$ cat config.mk
export PLATFORM = sky130hd
export DESIGN_NAME = line_rect_clip_crossings_core
export DESIGN_NICKNAME = d
export VERILOG_FILES = /design/src/hdl/lrcc_pkg.sv /design/src/hdl/lrcc_front.sv /design/src/hdl/lrcc_divider.sv /design/src/hdl/lrcc_engine.sv /design/src/hdl/line_rect_clip_crossings_core.sv
export SDC_FILE = /design/constraint.sdc
export NUM_CORES = 2
export LEC_CHECK = 0
export BUFFER_PORTS_ARGS = -buffer_cell sky130_fd_sc_hd__buf_4
export CORE_UTILIZATION = 40
export CTS_CLUSTER_DIAMETER = 40
export DETAILED_ROUTE_END_ITERATION = 7
export PLACE_DENSITY_LB_ADDON = 0.3
export SETUP_SLACK_MARGIN = 0.05
export SYNTH_ARGS = -nofsm -noshare
export SYNTH_HDL_FRONTEND = slang
export SYNTH_SLANG_ARGS = --single-unit
$ cat constraint.sdc
create_clock -name clock -period 8.6 [get_ports clock]
set_clock_uncertainty 0.2 [all_clocks]
set_input_delay 0.86 -clock clock [delete_from_list [all_inputs] [get_ports clock]]
set_output_delay 0.86 -clock clock [all_outputs]
set_load 0.05 [all_outputs]
$ cat src/hdl/lrcc_pkg.sv
// Shared types, codes and the outcode function for the line clipper.
// No dependencies.
package lrcc_pkg;

   // Widest supported coordinate, used for the common outcode compare
   localparam int MAX_COORD_WIDTH = 32;

   // Outcode bit positions
   localparam int OC_LEFT   = 0;
   localparam int OC_RIGHT  = 1;
   localparam int OC_TOP    = 2;
   localparam int OC_BOTTOM = 3;

   localparam int MAX_ROUNDS = 4;

   typedef logic [3:0] outcode_type;
   typedef logic [1:0] edge_type;
   typedef logic [1:0] status_type;
   typedef logic [1:0] csr_index_type;
   typedef logic [2:0] round_type;
   typedef logic signed [MAX_COORD_WIDTH-1:0] wide_coord_type;

   localparam edge_type EDGE_LEFT   = 2'd0;
   localparam edge_type EDGE_RIGHT  = 2'd1;
   localparam edge_type EDGE_BOTTOM = 2'd2;
   localparam edge_type EDGE_TOP    = 2'd3;

   localparam status_type STATUS_REJECT = 2'd0;
   localparam status_type STATUS_CROSS  = 2'd1;
   localparam status_type STATUS_INSIDE = 2'd2;

   localparam csr_index_type CSR_CLIP_LEFT   = 2'd0;
   localparam csr_index_type CSR_CLIP_TOP    = 2'd1;
   localparam csr_index_type CSR_CLIP_RIGHT  = 2'd2;
   localparam csr_index_type CSR_CLIP_BOTTOM = 2'd3;

   // Cohen-Sutherland outcode of one point against the inclusive rectangle
   function automatic outcode_type calc_outcode(
      input wide_coord_type x,
      input wide_coord_type y,
      input wide_coord_type left,
      input wide_coord_type top,
      input wide_coord_type right,
      input wide_coord_type bottom
   );
      outcode_type oc;
      oc            = '0;
      oc[OC_LEFT]   = (x < left);
      oc[OC_RIGHT]  = (x > right);
      oc[OC_TOP]    = (y < top);
      oc[OC_BOTTOM] = (y > bottom);
      return oc;
   endfunction

endpackage

$ cat src/hdl/lrcc_front.sv
// Front end: accepts segments, computes both outcodes, holds a two-entry queue.
// Depends on lrcc_pkg.
module lrcc_front #(
   parameter int COORD_WIDTH = 16
) (
   input  logic                          clock,
   input  logic                          reset,
   input  logic                          req_valid,
   output logic                          req_ready,
   input  logic signed [COORD_WIDTH-1:0] req_begin_x,
   input  logic signed [COORD_WIDTH-1:0] req_begin_y,
   input  logic signed [COORD_WIDTH-1:0] req_end_x,
   input  logic signed [COORD_WIDTH-1:0] req_end_y,
   input  logic signed [COORD_WIDTH-1:0] clip_left,
   input  logic signed [COORD_WIDTH-1:0] clip_top,
   input  logic signed [COORD_WIDTH-1:0] clip_right,
   input  logic signed [COORD_WIDTH-1:0] clip_bottom,
   output logic                          q_valid,
   input  logic                          q_pop,
   output logic signed [COORD_WIDTH-1:0] q_bx,
   output logic signed [COORD_WIDTH-1:0] q_by,
   output logic signed [COORD_WIDTH-1:0] q_ex,
   output logic signed [COORD_WIDTH-1:0] q_ey,
   output lrcc_pkg::outcode_type         q_bc,
   output lrcc_pkg::outcode_type         q_ec
);
   import lrcc_pkg::*;

   localparam int DEPTH = 2;

   logic signed [COORD_WIDTH-1:0] bx_ff [DEPTH];
   logic signed [COORD_WIDTH-1:0] by_ff [DEPTH];
   logic signed [COORD_WIDTH-1:0] ex_ff [DEPTH];
   logic signed [COORD_WIDTH-1:0] ey_ff [DEPTH];
   outcode_type                   bc_ff [DEPTH];
   outcode_type                   ec_ff [DEPTH];

   logic       wr_ptr_ff, wr_ptr_in;
   logic       rd_ptr_ff, rd_ptr_in;
   logic [1:0] count_ff, count_in;
   logic       push;
   logic       pop;
   outcode_type bc_new, ec_new;

   // Classify the incoming segment
   assign bc_new = calc_outcode(wide_coord_type'(req_begin_x), wide_coord_type'(req_begin_y),
                                wide_coord_type'(clip_left), wide_coord_type'(clip_top),
                                wide_coord_type'(clip_right), wide_coord_type'(clip_bottom));
   assign ec_new = calc_outcode(wide_coord_type'(req_end_x), wide_coord_type'(req_end_y),
                                wide_coord_type'(clip_left), wide_coord_type'(clip_top),
                                wide_coord_type'(clip_right), wide_coord_type'(clip_bottom));

   assign req_ready = (count_ff != 2'(DEPTH));
   assign push      = req_valid && req_ready;
   assign q_valid   = (count_ff != 2'd0);
   assign pop       = q_pop && q_valid;

   // Queue pointers
   always_comb begin
      wr_ptr_in = push ? ~wr_ptr_ff : wr_ptr_ff;
      rd_ptr_in = pop ? ~rd_ptr_ff : rd_ptr_ff;
      count_in  = count_ff + 2'(push) - 2'(pop);
   end

   always_ff @(posedge clock) begin
      if (reset) begin
         wr_ptr_ff <= 1'b0;
         rd_ptr_ff <= 1'b0;
         count_ff  <= 2'd0;
      end else begin
         wr_ptr_ff <= wr_ptr_in;
         rd_ptr_ff <= rd_ptr_in;
         count_ff  <= count_in;
      end
   end

   // Queue storage
   always_ff @(posedge clock) begin
      if (push) begin
         bx_ff[wr_ptr_ff] <= req_begin_x;
         by_ff[wr_ptr_ff] <= req_begin_y;
         ex_ff[wr_ptr_ff] <= req_end_x;
         ey_ff[wr_ptr_ff] <= req_end_y;
         bc_ff[wr_ptr_ff] <= bc_new;
         ec_ff[wr_ptr_ff] <= ec_new;
      end
   end

   assign q_bx = bx_ff[rd_ptr_ff];
   assign q_by = by_ff[rd_ptr_ff];
   assign q_ex = ex_ff[rd_ptr_ff];
   assign q_ey = ey_ff[rd_ptr_ff];
   assign q_bc = bc_ff[rd_ptr_ff];
   assign q_ec = ec_ff[rd_ptr_ff];

endmodule

$ cat src/hdl/lrcc_divider.sv
// Restoring serial divider, one quotient bit per cycle, unsigned operands.
// No package dependencies.
module lrcc_divider #(
   parameter int COORD_WIDTH = 16
) (
   input  logic                       clock,
   input  logic                       reset,
   input  logic                       start,
   input  logic [2*COORD_WIDTH-1:0]   dividend,
   input  logic [COORD_WIDTH-1:0]     divisor,
   output logic                       done,
   output logic [2*COORD_WIDTH-1:0]   quotient
);
   localparam int W  = COORD_WIDTH;
   localparam int DW = 2 * COORD_WIDTH;
   localparam int CW = $clog2(DW + 1);

   logic [DW-1:0] dq_ff, dq_in;
   logic [W-1:0]  rem_ff, rem_in;
   logic [W-1:0]  div_ff, div_in;
   logic [CW-1:0] cnt_ff, cnt_in;
   logic          done_ff, done_in;
   logic [W:0]    trial;
   logic          fits;

   // One restoring step
   assign trial = {rem_ff, dq_ff[DW-1]};
   assign fits  = (trial >= {1'b0, div_ff});

   always_comb begin
      dq_in   = dq_ff;
      rem_in  = rem_ff;
      div_in  = div_ff;
      cnt_in  = cnt_ff;
      done_in = 1'b0;
      if (start) begin
         dq_in  = dividend;
         rem_in = '0;
         div_in = divisor;
         cnt_in = CW'(DW);
      end else if (cnt_ff != '0) begin
         rem_in  = fits ? W'(trial - {1'b0, div_ff}) : W'(trial);
         dq_in   = {dq_ff[DW-2:0], fits};
         cnt_in  = cnt_ff - 1'b1;
         done_in = (cnt_ff == CW'(1));
      end
   end

   always_ff @(posedge clock) begin
      if (reset) begin
         cnt_ff  <= '0;
         done_ff <= 1'b0;
      end else begin
         cnt_ff  <= cnt_in;
         done_ff <= done_in;
      end
   end

   always_ff @(posedge clock) begin
      dq_ff  <= dq_in;
      rem_ff <= rem_in;
      div_ff <= div_in;
   end

   assign done     = done_ff;
   assign quotient = dq_ff;

endmodule

$ cat src/hdl/lrcc_engine.sv
// Back end: runs the clip rounds on one segment and drives the result register.
// Depends on lrcc_pkg and lrcc_divider.
module lrcc_engine #(
   parameter int COORD_WIDTH = 16
) (
   input  logic                          clock,
   input  logic                          reset,
   input  logic signed [COORD_WIDTH-1:0] clip_left,
   input  logic signed [COORD_WIDTH-1:0] clip_top,
   input  logic signed [COORD_WIDTH-1:0] clip_right,
   input  logic signed [COORD_WIDTH-1:0] clip_bottom,
   input  logic                          q_valid,
   output logic                          q_pop,
   input  logic signed [COORD_WIDTH-1:0] q_bx,
   input  logic signed [COORD_WIDTH-1:0] q_by,
   input  logic signed [COORD_WIDTH-1:0] q_ex,
   input  logic signed [COORD_WIDTH-1:0] q_ey,
   input  lrcc_pkg::outcode_type         q_bc,
   input  lrcc_pkg::outcode_type         q_ec,
   output logic                          rsp_valid,
   input  logic                          rsp_ready,
   output logic                          rsp_has_point,
   output lrcc_pkg::edge_type            rsp_edge_res,
   output logic signed [COORD_WIDTH-1:0] rsp_point_x,
   output logic signed [COORD_WIDTH-1:0] rsp_point_y,
   output lrcc_pkg::status_type          rsp_status,
   output logic                          rsp_last
);
   import lrcc_pkg::*;

   localparam int W = COORD_WIDTH;
   localparam int S = 2 * COORD_WIDTH + 2;
   localparam logic signed [S-1:0] SAT_HI = {{(W+3){1'b0}}, {(W-1){1'b1}}};
   localparam logic signed [S-1:0] SAT_LO = {{(W+3){1'b1}}, {(W-1){1'b0}}};

   localparam logic [3:0] ST_IDLE   = 4'd0;
   localparam logic [3:0] ST_CHECK  = 4'd1;
   localparam logic [3:0] ST_HSEL   = 4'd2;
   localparam logic [3:0] ST_VSEL   = 4'd3;
   localparam logic [3:0] ST_MUL    = 4'd4;
   localparam logic [3:0] ST_DSTART = 4'd5;
   localparam logic [3:0] ST_DIV    = 4'd6;
   localparam logic [3:0] ST_FIN    = 4'd7;
   localparam logic [3:0] ST_UPD    = 4'd8;
   localparam logic [3:0] ST_STAT   = 4'd9;

   logic [3:0]          state_ff, state_in;
   round_type           rounds_ff, rounds_in;
   status_type          status_ff, status_in;
   logic signed [W-1:0] bx_ff, bx_in, by_ff, by_in, ex_ff, ex_in, ey_ff, ey_in;
   outcode_type         bc_ff, bc_in, ec_ff, ec_in, cc_ff, cc_in;
   logic                onbeg_ff, onbeg_in;
   logic                vphase_ff, vphase_in;
   edge_type            edge_ff, edge_in;
   logic signed [W-1:0] edgev_ff, edgev_in;
   logic [W-1:0]        mag_a_ff, mag_a_in, mag_b_ff, mag_b_in, mag_c_ff, mag_c_in;
   logic                neg_ff, neg_in;
   logic [2*W-1:0]      prod_ff;

   logic                rsp_valid_ff, rsp_valid_in;
   logic                rsp_has_point_ff, rsp_has_point_in;
   edge_type            rsp_edge_ff, rsp_edge_in;
   logic signed [W-1:0] rsp_x_ff, rsp_x_in, rsp_y_ff, rsp_y_in;
   status_type          rsp_status_ff, rsp_status_in;
   logic                rsp_last_ff, rsp_last_in;

   logic signed [W-1:0] cur_x, cur_y, ev_h, ev_v, ev_sel, p_sel, nv;
   logic signed [W:0]   dx, dy, op_a, op_b, op_c;
   logic signed [S-1:0] q_ext, q_sgn, sum;
   logic                out_free;
   logic                div_start, div_done;
   logic [2*W-1:0]      quotient;
   outcode_type         oc_cur;

   function automatic logic [W-1:0] mag(input logic signed [W:0] v);
      logic signed [W:0] n;
      n = -v;
      return v[W] ? W'(n) : W'(v);
   endfunction

   // Selected endpoint and difference terms
   assign cur_x  = onbeg_ff ? bx_ff : ex_ff;
   assign cur_y  = onbeg_ff ? by_ff : ey_ff;
   assign dx     = (W+1)'(bx_ff) - (W+1)'(ex_ff);
   assign dy     = (W+1)'(by_ff) - (W+1)'(ey_ff);
   assign ev_h   = cc_ff[OC_LEFT] ? clip_left : clip_right;
   assign ev_v   = cc_ff[OC_BOTTOM] ? clip_bottom : clip_top;
   assign ev_sel = (state_ff == ST_VSEL) ? ev_v : ev_h;
   assign op_a   = (state_ff == ST_VSEL) ? dx : dy;
   assign op_c   = (state_ff == ST_VSEL) ? dy : dx;
   assign op_b   = (state_ff == ST_VSEL) ? ((W+1)'(ev_v) - (W+1)'(cur_y))
                                         : ((W+1)'(ev_h) - (W+1)'(cur_x));

   assign oc_cur = calc_outcode(wide_coord_type'(cur_x), wide_coord_type'(cur_y),
                                wide_coord_type'(clip_left), wide_coord_type'(clip_top),
                                wide_coord_type'(clip_right), wide_coord_type'(clip_bottom));

   // Interpolated coordinate with saturation
   assign p_sel = vphase_ff ? cur_x : cur_y;
   assign q_ext = {2'b00, quotient};
   assign q_sgn = neg_ff ? -q_ext : q_ext;
   assign sum   = S'(p_sel) + q_sgn;
   assign nv    = (sum > SAT_HI) ? W'(SAT_HI) : ((sum < SAT_LO) ? W'(SAT_LO) : W'(sum));

   assign out_free  = !rsp_valid_ff || rsp_ready;
   assign div_start = (state_ff == ST_DSTART);

   lrcc_divider #(.COORD_WIDTH(COORD_WIDTH)) u_divider (
      .clock    (clock),
      .reset    (reset),
      .start    (div_start),
      .dividend (prod_ff),
      .divisor  (mag_c_ff),
      .done     (div_done),
      .quotient (quotient)
   );

   // Sequencer
   always_comb begin
      state_in         = state_ff;
      rounds_in        = rounds_ff;
      status_in        = status_ff;
      bx_in            = bx_ff;
      by_in            = by_ff;
      ex_in            = ex_ff;
      ey_in            = ey_ff;
      bc_in            = bc_ff;
      ec_in            = ec_ff;
      cc_in            = cc_ff;
      onbeg_in         = onbeg_ff;
      vphase_in        = vphase_ff;
      edge_in          = edge_ff;
      edgev_in         = edgev_ff;
      mag_a_in         = mag_a_ff;
      mag_b_in         = mag_b_ff;
      mag_c_in         = mag_c_ff;
      neg_in           = neg_ff;
      q_pop            = 1'b0;
      rsp_valid_in     = rsp_valid_ff && !rsp_ready;
      rsp_has_point_in = rsp_has_point_ff;
      rsp_edge_in      = rsp_edge_ff;
      rsp_x_in         = rsp_x_ff;
      rsp_y_in         = rsp_y_ff;
      rsp_status_in    = rsp_status_ff;
      rsp_last_in      = rsp_last_ff;

      case (state_ff)
         ST_IDLE: begin
            if (q_valid) begin
               q_pop     = 1'b1;
               bx_in     = q_bx;
               by_in     = q_by;
               ex_in     = q_ex;
               ey_in     = q_ey;
               bc_in     = q_bc;
               ec_in     = q_ec;
               rounds_in = '0;
               status_in = ((q_bc | q_ec) == '0) ? STATUS_INSIDE : STATUS_CROSS;
               state_in  = ST_CHECK;
            end
         end
         ST_CHECK: begin
            if (bc_ff == '0 && ec_ff == '0) begin
               state_in = ST_STAT;
            end else if ((bc_ff & ec_ff) != '0 || rounds_ff == round_type'(MAX_ROUNDS)) begin
               status_in = STATUS_REJECT;
               state_in  = ST_STAT;
            end else begin
               onbeg_in  = (bc_ff != '0);
               cc_in     = (bc_ff != '0) ? bc_ff : ec_ff;
               rounds_in = rounds_ff + 1'b1;
               state_in  = ST_HSEL;
            end
         end
         ST_HSEL, ST_VSEL: begin
            vphase_in = (state_ff == ST_VSEL);
            edgev_in  = ev_sel;
            mag_a_in  = mag(op_a);
            mag_b_in  = mag(op_b);
            mag_c_in  = mag(op_c);
            neg_in    = op_a[W] ^ op_b[W] ^ op_c[W];
            if (state_ff == ST_HSEL) begin
               edge_in = cc_ff[OC_LEFT] ? EDGE_LEFT : EDGE_RIGHT;
               if (dx != '0 && (cc_ff[OC_LEFT] || cc_ff[OC_RIGHT])) begin
                  state_in = ST_MUL;
               end else begin
                  state_in = ST_VSEL;
               end
            end else begin
               edge_in = cc_ff[OC_BOTTOM] ? EDGE_BOTTOM : EDGE_TOP;
               if (dy != '0 && (cc_ff[OC_BOTTOM] || cc_ff[OC_TOP])) begin
                  state_in = ST_MUL;
               end else begin
                  state_in = ST_UPD;
               end
            end
         end
         ST_MUL: begin
            state_in = ST_DSTART;
         end
         ST_DSTART: begin
            state_in = ST_DIV;
         end
         ST_DIV: begin
            if (div_done) begin
               state_in = ST_FIN;
            end
         end
         ST_FIN: begin
            if (out_free) begin
               rsp_valid_in     = 1'b1;
               rsp_has_point_in = 1'b1;
               rsp_edge_in      = edge_ff;
               rsp_status_in    = STATUS_REJECT;
               rsp_last_in      = 1'b0;
               if (vphase_ff) begin
                  rsp_x_in = nv;
                  rsp_y_in = edgev_ff;
                  if (onbeg_ff) begin
                     bx_in = nv;
                     by_in = edgev_ff;
                  end else begin
                     ex_in = nv;
                     ey_in = edgev_ff;
                  end
                  state_in = ST_UPD;
               end else begin
                  rsp_x_in = edgev_ff;
                  rsp_y_in = nv;
                  if (onbeg_ff) begin
                     bx_in = edgev_ff;
                     by_in = nv;
                  end else begin
                     ex_in = edgev_ff;
                     ey_in = nv;
                  end
                  state_in = ST_VSEL;
               end
            end
         end
         ST_UPD: begin
            if (onbeg_ff) begin
               bc_in = oc_cur;
            end else begin
               ec_in = oc_cur;
            end
            state_in = ST_CHECK;
         end
         ST_STAT: begin
            if (out_free) begin
               rsp_valid_in     = 1'b1;
               rsp_has_point_in = 1'b0;
               rsp_edge_in      = EDGE_LEFT;
               rsp_x_in         = '0;
               rsp_y_in         = '0;
               rsp_status_in    = status_ff;
               rsp_last_in      = 1'b1;
               state_in         = ST_IDLE;
            end
         end
         default: begin
            state_in = ST_IDLE;
         end
      endcase
   end

   // Control state
   always_ff @(posedge clock) begin
      if (reset) begin
         state_ff     <= ST_IDLE;
         rsp_valid_ff <= 1'b0;
      end else begin
         state_ff     <= state_in;
         rsp_valid_ff <= rsp_valid_in;
      end
   end

   // Datapath and result payload
   always_ff @(posedge clock) begin
      rounds_ff        <= rounds_in;
      status_ff        <= status_in;
      bx_ff            <= bx_in;
      by_ff            <= by_in;
      ex_ff            <= ex_in;
      ey_ff            <= ey_in;
      bc_ff            <= bc_in;
      ec_ff            <= ec_in;
      cc_ff            <= cc_in;
      onbeg_ff         <= onbeg_in;
      vphase_ff        <= vphase_in;
      edge_ff          <= edge_in;
      edgev_ff         <= edgev_in;
      mag_a_ff         <= mag_a_in;
      mag_b_ff         <= mag_b_in;
      mag_c_ff         <= mag_c_in;
      neg_ff           <= neg_in;
      prod_ff          <= mag_a_ff * mag_b_ff;
      rsp_has_point_ff <= rsp_has_point_in;
      rsp_edge_ff      <= rsp_edge_in;
      rsp_x_ff         <= rsp_x_in;
      rsp_y_ff         <= rsp_y_in;
      rsp_status_ff    <= rsp_status_in;
      rsp_last_ff      <= rsp_last_in;
   end

   assign rsp_valid     = rsp_valid_ff;
   assign rsp_has_point = rsp_has_point_ff;
   assign rsp_edge_res  = rsp_edge_ff;
   assign rsp_point_x   = rsp_x_ff;
   assign rsp_point_y   = rsp_y_ff;
   assign rsp_status    = rsp_status_ff;
   assign rsp_last      = rsp_last_ff;

endmodule

$ cat src/hdl/line_rect_clip_crossings_core.sv
// Cohen-Sutherland segment clipper against a rectangle held in four CSRs.
// req_ channel: one segment per transaction (begin/end points, signed).
// rsp_ channel: one transaction per boundary crossing (has_point = 1, edge code,
// moved endpoint), then one status transaction with last = 1 (rejected,
// crosses, or wholly inside). At most 8 point transactions per segment.
// A segment with both points inside passes from the queue through the check
// and status states to the result register. Each edge move costs one
// multiply and one serial division of 2*COORD_WIDTH quotient bits plus
// sequencing; each round adds outcode checks, and the worst case is four
// rounds of two moves. The serial divider dominates the time per segment.
// A two-entry queue in front accepts segments while the engine works.
// A stalled rsp_ready holds the result register; the engine waits on it and
// the queue fills, then req_ready drops.
// Reset (synchronous) empties the queue, idles the engine and loads the
// rectangle 0..1023 on both axes. CSR writes take effect at once and must be
// made while no segment is in flight.
// Depends on lrcc_pkg, lrcc_front, lrcc_engine, lrcc_divider.
module line_rect_clip_crossings_core #(
   parameter int COORD_WIDTH = 16
) (
   input  logic                          clock,
   input  logic                          reset,
   input  logic                          req_valid,
   output logic                          req_ready,
   input  logic signed [COORD_WIDTH-1:0] req_begin_x,
   input  logic signed [COORD_WIDTH-1:0] req_begin_y,
   input  logic signed [COORD_WIDTH-1:0] req_end_x,
   input  logic signed [COORD_WIDTH-1:0] req_end_y,
   output logic                          rsp_valid,
   input  logic                          rsp_ready,
   output logic                          rsp_has_point,
   output lrcc_pkg::edge_type            rsp_edge_res,
   output logic signed [COORD_WIDTH-1:0] rsp_point_x,
   output logic signed [COORD_WIDTH-1:0] rsp_point_y,
   output lrcc_pkg::status_type          rsp_status,
   output logic                          rsp_last,
   input  logic                          csr_write_en,
   input  lrcc_pkg::csr_index_type       csr_index,
   input  logic [COORD_WIDTH-1:0]        csr_wdata
);
   import lrcc_pkg::*;

   // Upper reset bound, held to the largest coordinate for narrow builds
   localparam int RESET_HI = (COORD_WIDTH > 10) ? 1023 : (2 ** (COORD_WIDTH - 1)) - 1;

   logic signed [COORD_WIDTH-1:0] clip_left_ff, clip_top_ff, clip_right_ff, clip_bottom_ff;
   logic                          q_valid, q_pop;
   logic signed [COORD_WIDTH-1:0] q_bx, q_by, q_ex, q_ey;
   outcode_type                   q_bc, q_ec;

   // Rectangle registers
   always_ff @(posedge clock) begin
      if (reset) begin
         clip_left_ff   <= '0;
         clip_top_ff    <= '0;
         clip_right_ff  <= COORD_WIDTH'(RESET_HI);
         clip_bottom_ff <= COORD_WIDTH'(RESET_HI);
      end else if (csr_write_en) begin
         case (csr_index)
            CSR_CLIP_LEFT:   clip_left_ff   <= csr_wdata;
            CSR_CLIP_TOP:    clip_top_ff    <= csr_wdata;
            CSR_CLIP_RIGHT:  clip_right_ff  <= csr_wdata;
            CSR_CLIP_BOTTOM: clip_bottom_ff <= csr_wdata;
            default: begin
            end
         endcase
      end
   end

   lrcc_front #(.COORD_WIDTH(COORD_WIDTH)) u_front (
      .clock       (clock),
      .reset       (reset),
      .req_valid   (req_valid),
      .req_ready   (req_ready),
      .req_begin_x (req_begin_x),
      .req_begin_y (req_begin_y),
      .req_end_x   (req_end_x),
      .req_end_y   (req_end_y),
      .clip_left   (clip_left_ff),
      .clip_top    (clip_top_ff),
      .clip_right  (clip_right_ff),
      .clip_bottom (clip_bottom_ff),
      .q_valid     (q_valid),
      .q_pop       (q_pop),
      .q_bx        (q_bx),
      .q_by        (q_by),
      .q_ex        (q_ex),
      .q_ey        (q_ey),
      .q_bc        (q_bc),
      .q_ec        (q_ec)
   );

   lrcc_engine #(.COORD_WIDTH(COORD_WIDTH)) u_engine (
      .clock         (clock),
      .reset         (reset),
      .clip_left     (clip_left_ff),
      .clip_top      (clip_top_ff),
      .clip_right    (clip_right_ff),
      .clip_bottom   (clip_bottom_ff),
      .q_valid       (q_valid),
      .q_pop         (q_pop),
      .q_bx          (q_bx),
      .q_by          (q_by),
      .q_ex          (q_ex),
      .q_ey          (q_ey),
      .q_bc          (q_bc),
      .q_ec          (q_ec),
      .rsp_valid     (rsp_valid),
      .rsp_ready     (rsp_ready),
      .rsp_has_point (rsp_has_point),
      .rsp_edge_res  (rsp_edge_res),
      .rsp_point_x   (rsp_point_x),
      .rsp_point_y   (rsp_point_y),
      .rsp_status    (rsp_status),
      .rsp_last      (rsp_last)
   );

endmodule

# Word level (Yosys, flattened, before mapping)
# Memories as Yosys holds them, arrays and structs flattened. A register that Yosys moved wholly into a read port is not among the register bits.
# Cells that the tools add are included.
dict set report word_totals {
  regBits 364
  ram_bits 144
  inputBits 87
  out_inout_bits 40
  word_cells 259
  memories 6
}
# memory words word_bits read_ports rd_clocked_by_memory_dff wr line
set memory_table {}
lappend memory_table {u_front.bx_ff 2 16 1 1 1 lrcc_front.sv:31} ;# logic signed [COORD_WIDTH-1:0] bx_ff [DEPTH];
lappend memory_table {u_front.by_ff 2 16 1 1 1 lrcc_front.sv:32} ;# logic signed [COORD_WIDTH-1:0] by_ff [DEPTH];
lappend memory_table {u_front.ex_ff 2 16 1 1 1 lrcc_front.sv:33} ;# logic signed [COORD_WIDTH-1:0] ex_ff [DEPTH];
lappend memory_table {u_front.ey_ff 2 16 1 1 1 lrcc_front.sv:34} ;# logic signed [COORD_WIDTH-1:0] ey_ff [DEPTH];
lappend memory_table {u_front.bc_ff 2 4 1 1 1 lrcc_front.sv:35} ;# outcode_type bc_ff [DEPTH];
lappend memory_table {u_front.ec_ff 2 4 1 1 1 lrcc_front.sv:36} ;# outcode_type ec_ff [DEPTH];
dict set report classes {
  n_addsub 14
  multipliers 1
  magnitude_cmp 15
  eq_ne 26
  mux 104
  n_bitwise 9
  n_reduce_logical 45
}
# cell n
set op_table {}
lappend op_table {{$mux 16} 33}
lappend op_table {{$pmux 16 s2} 6}
lappend op_table {{$gt 16x16->1} 6}
lappend op_table {{$lt 16x16->1} 6}
lappend op_table {{$sub 16x16->17} 4}
lappend op_table {{$mux 32} 2}
lappend op_table {{$mux 4} 14}
lappend op_table {{$mux 17} 3}
lappend op_table {{$neg 16->16} 3}
lappend op_table {{$pmux 4 s9} 1}
lappend op_table {{$add 16x34->34} 1}
lappend op_table {{$gt 34x16->1 const B} 1}
lappend op_table {{$lt 34x16->1 const B} 1}
lappend op_table {{$mux 34} 1}
lappend op_table {{$neg 32->34} 1}
lappend op_table {{$reduce_bool 17->1} 2}
lappend op_table {{$mul 16x16->32} 1}
lappend op_table {{$mux 1} 22}
lappend op_table {{$reduce_and 4->1} 5}
lappend op_table {{$ge 17x16->1} 1}
lappend op_table {{$eq 4x3->1 const B} 4}
lappend op_table {{$logic_not 4->1} 4}
lappend op_table {{$mux 2} 8}
lappend op_table {{$pmux 4 s2} 2}
lappend op_table {{34 further kinds} 82}

# Depth between registers and ports, before layout
dict set report logic_depth {
  word_depth 10
  ltp_mapped 26
  mapped_depth_nobuf 25
}

# Modules after synthesis
# Synthesis repeated with hierarchy kept, for this count alone.
dict set report hier_totals {
  cells_unflattened 4259
  area_unflattened_um2 41283.3
}
# mod n_inst cells_each area_per_inst_um2 seq_area_each_um2
set modules_own_cells {}
lappend modules_own_cells {lrcc_engine 1 3044 26506.7 6386.1}
lappend modules_own_cells {lrcc_front 1 639 8385.5 4424.2}
lappend modules_own_cells {lrcc_divider 1 335 3841.2 1901.8}
lappend modules_own_cells {line_rect_clip_crossings_core 1 241 2549.9 1281.2}

# Worst setup path before layout
# OpenSTA, ideal clock, no wires.
dict set report synth_path {
  kind {reg-to-reg}
  startpoint {register u_engine.mag_b_ff[15]}
  endpoint {register u_engine.prod_ff[29]}
  setup_ps 123
  arrival_time_ps 6073
  t_required_ps 8277
  path_slack_ps 2204
  stages_incl_launch_ff 25
  n_path_buf 1
  synth_period_minus_slack_ps 6396
  path_cell_list {edfxtp_1 -> clkbuf_1 -> nand2_1 -> fa_1 -> inv_1 -> fa_1 -> inv_1 -> fa_1 -> inv_1 -> fa_1 -> inv_1 -> fa_1 -> inv_1 -> fa_1 -> ha_1 -> nand3_1 -> nor2_1 -> a21oi_1 -> nand2_1 -> o41ai_1 -> o2111ai_1 -> o311a_1 -> a21oi_1 -> o21bai_1 -> xor2_1}
}
dict set report synth_between {
  elab_chain_cells 1
}
# item line
set synth_rtl {}
lappend synth_rtl {{from (decl)} lrcc_engine.sv:56} ;# logic [W-1:0] mag_a_ff, mag_a_in, mag_b_ff, mag_b_in, mag_c_ff, mag_c_in;
lappend synth_rtl {{from (signal assigned)} lrcc_engine.sv:294} ;# mag_b_ff <= mag_b_in;
lappend synth_rtl {{$mul 16x16->32} lrcc_engine.sv:297} ;# prod_ff <= mag_a_ff * mag_b_ff;
lappend synth_rtl {{to (signal assigned)} lrcc_engine.sv:297}
lappend synth_rtl {{to (decl)} lrcc_engine.sv:58} ;# logic [2*W-1:0] prod_ff;
# Every way passes these cells.
# A chain may end at the register's enable or synchronous reset.

# Worst setup path in the final report
dict set report layout_path {
  startpoint {register u_engine.mag_a_ff[3]}
  endpoint {register u_engine.prod_ff[29]}
}
dict set report layout_between {
  elab_chain_cells 1
}
# item line
set layout_rtl {}
lappend layout_rtl {{from (decl)} lrcc_engine.sv:56}
lappend layout_rtl {{from (signal assigned)} lrcc_engine.sv:293} ;# mag_a_ff <= mag_a_in;
lappend layout_rtl {{$mul 16x16->32} lrcc_engine.sv:297}
# Every way passes these cells.

==> qor.yml <==
dp_worst_setup_slack_ps: 1580
postRouteAntennaNets: 0
cts_tree: "built"
synth_edf_count: 380
diodes: 0
hold_viol: 0
grt_max_degree: 81
cts_buffer_depth: 3
crit_top_cell: "fa_1"
fp.dieArea_um2: 103000
synth_warnings: 0
grt_usage_pct: 23.6
cts.reportedPaths.clkPinSlew_ps: 50
cp.arrival_ps: 7330
cts-buffers-inserted: 81
post-dp-hpwl_mm: 95.7
relSlewSlack_pct: 20.4
max_stage_delay_ps: 700
path_delay_family: "adder cells"
crit_path_cell_trace: "nand2_1 -> fa_1 -> inv_1 -> fa_1 -> inv_1 -> fa_1 -> inv_1 -> fa_1 -> inv_1 -> fa_1 -> inv_1 -> fa_1 -> ha_1 -> nand3_1 -> nor2_1 -> a21oi_1 -> nand2_1 -> o41ai_1 -> o2111ai_1 -> o311a_1 -> a21oi_1 -> o21bai_1 -> xor2_1"
crit_path_end: "u_engine.prod_ff[29]"
async_flop_share_pct: 0
start_util_pct: 40.4
rrSetupSlack_ps: 1580
htree_levels: 3
cp_slowest_cell: "edfxtp_1"
synthToLayoutAreaGrowth_pct: 12.8
cts_resized: 0
syn_area_um2: 40500
core_area_um2: 100000
finalWirelength_mm: 123
grt_pass1_vias: 30200
maxCapViolations: 0
mappedNetlistNets: 4900
final_nets: 4995
postCtsSetupBuffers: 0
vias: 31700
drive_gt1_share_pct: 8.91
grt_overflow: 0
synth_ff_type: "edfxtp_1"
chipWidth_um: 320
clk_latency_ps: 660
post-route-drc-count: 0
cp-end-kind: "flip-flop"
start_kind: "flip-flop"
hold_path.class: "flip-flop to flip-flop"
fin_crit_ps: 7020
layout_setup_ws_ps: 1580
die_y_um: 320
worst-path-buf-inv: 5
path_class: "flip-flop to flip-flop"
worst_ep_required_time_ps: 8900
drt_pass1_iterations: 6
portBuffers: 126
final_max_slew_viol_count: 0
r2r-start: "u_engine.mag_a_ff[3]"
fp-row-count: 116
status: "complete, no violations"
rsz0062_at_grt: "no"
grt_pass1_wl_mm: 184
synth_cell_types: 85
avgSynthCellArea_um2: 9.64
gp_congestion: 0.943
seq_area_frac_synth_pct: 34.5
r2r_end: "u_engine.prod_ff[29]"
max_freq_mhz: 142
setup_tns_ps: 0
via_per_inst: 5.60
finalSetupViolations: 0
clock-sinks: 509
synth_seq_cells: 509
drtIter0Drc: 2878
fin_crit_sh_pct: 81.7
synthCells: 4200
avgRoutedWirePerCell_um: 21.6
crit_start: "u_engine.mag_a_ff[3]"
worstRegToRegCells: 23
antenna_found_initial: 1
root_buffer: "clkbuf_16"
worstMarginPinSlew_ps: 1180
crit_fanout: 16
ios: 127
finalCoreUtilization_pct: 45.6
cp.depth: 23
hold_buffers: 0
hold_ws_ps: 216
## stage by stage
stage          instance area (um2)  std cells
2_1_floorplan                40500       4200
3_3_place_gp                 42900       5510
3_5_place_dp                 42900       5510
4_1_cts                      45700       5662
5_1_grt                      45700       5662
6_report                     45700       5662
## cells in the final DEF (no fill, tap or decap), drive strengths merged, types with 93 or more instances in the layout
cell type  instances
mux2i            100
inv              473
edfxtp           380
nor2             172
xnor2            139
clkbuf            93
a21o              93
a21oi            246
fa               200
buf              169
ha               413
o21ai            220
and2             209
dfxtp            129
nand2            490
## worst min path at each step
| stage | cells after the start | slack [ps] | startpoint | end |
|---|---|---|---|---|
| 2_1_floorplan | 0 | 200 | u_engine.mag_c_ff[0] | u_engine.u_divider.div_ff[0] |
| 3_3_place_gp | 0 | 200 | u_engine.mag_c_ff[5] | u_engine.u_divider.div_ff[5] |
| 3_5_place_dp | 0 | 200 | u_engine.mag_c_ff[13] | u_engine.u_divider.div_ff[13] |
| 4_1_cts | 1 | 180 | req_end_y[9] | u_front.ey_ff[0][9] |
| 5_1_grt | 1 | 190 | req_begin_x[12] | u_front.bx_ff[0][12] |
| 6_report | 0 | 220 | u_engine.mag_c_ff[14] | u_engine.u_divider.div_ff[14] |
## cell families after synthesis
| logic type | share of synthesized area [%] |
|---|---|
| compound gates | 14.8 |
| xor+xnor | 4.13 |
| fa+ha+maj | 22.6 |
| buf+inv | 5.79 |
| flops | 34.5 |
| mux | 3.03 |
| simple gates | 15.0 |
## flip-flops by register name (all words and copies together) (netlist names), 32 cells and up, named ones only
signal,cells
u_engine.prod_ff,32
u_front.ey_ff,32
u_front.by_ff,32
u_engine.u_divider.quotient,32
u_front.ex_ff,32
u_front.bx_ff,32
## worst register-to-register path: cells and delay by family (launching register included)
kind                     cells  cell delay (ps)
AO/OA/AOI/OAI                6             1610
XOR/XNOR                     1              140
adder cells (fa/ha/maj)      7             3530
buffers and inverters        5              290
flip-flops                   1              700
AND/OR/NAND/NOR              4              460
## cell type report
| type | instances | area, um2 |
|---|---|---|
| multi-input cells | 3077 | 24200 |
| fillers | 9512 | 54500 |
| flip-flops and latches | 509 | 14000 |
| repair buffers | 169 | 1270 |
| inverters | 457 | 1720 |
| well taps | 1298 | 1620 |
| clock buffers | 93 | 2180 |
| clock inverters | 59 | 662 |
## cells in the mapped netlist (11+ instances only)
| library cell | instances | area, um2 |
|---|---|---|
| or3_1 | 18 | 113 |
| nand3b_1 | 27 | 203 |
| inv_1 | 456 | 1710 |
| and3_1 | 24 | 150 |
| o21bai_1 | 22 | 165 |
| buf_1 | 15 | 56.3 |
| o31ai_1 | 26 | 195 |
| a21o_1 | 93 | 698 |
| nand3_1 | 46 | 230 |
| mux2_2 | 20 | 225 |
| nor2_1 | 171 | 642 |
| nand2_1 | 490 | 1840 |
| o211ai_1 | 17 | 128 |
| xor2_1 | 52 | 455 |
| nor2b_1 | 52 | 325 |
| and2_1 | 209 | 1310 |
| o221ai_1 | 21 | 184 |
| nand2b_1 | 25 | 156 |
| nor4_1 | 23 | 144 |
| xnor2_1 | 139 | 1220 |
| a21oi_1 | 246 | 1230 |
| o21a_1 | 51 | 383 |
| mux2i_1 | 100 | 1000 |
| a31oi_1 | 27 | 169 |
| o21ai_0 | 218 | 1090 |
| nand4_1 | 37 | 231 |
| clkbuf_1 | 130 | 488 |
| dfxtp_1 | 129 | 2580 |
| edfxtp_1 | 380 | 11400 |
| o41ai_1 | 11 | 96.3 |
| fa_1 | 200 | 4000 |
| nor3_1 | 51 | 255 |
| a21boi_0 | 12 | 90.1 |
| a221oi_1 | 32 | 280 |
| a211oi_1 | 58 | 435 |
| ha_1 | 413 | 5170 |
| a211o_1 | 11 | 96.3 |
| or2_2 | 14 | 87.6 |
## routing by layer
metal  share of wire [%]  routed length [um]  vias to the layer above  global-route usage (%)
met3                 6.7                8170                      218                    3.23
li1                    -                   -                    15000                       -
met5                   0                   0                        -                       0
met4                 4.3                5210                        0                    9.35
met2                  45               55100                     1079                    37.5
met1                  44               54000                    15400                    32.3
Power is left out: the tool's default activity adds up to more than one toggle a clock period on the data nets, which glitch-free logic cannot reach.
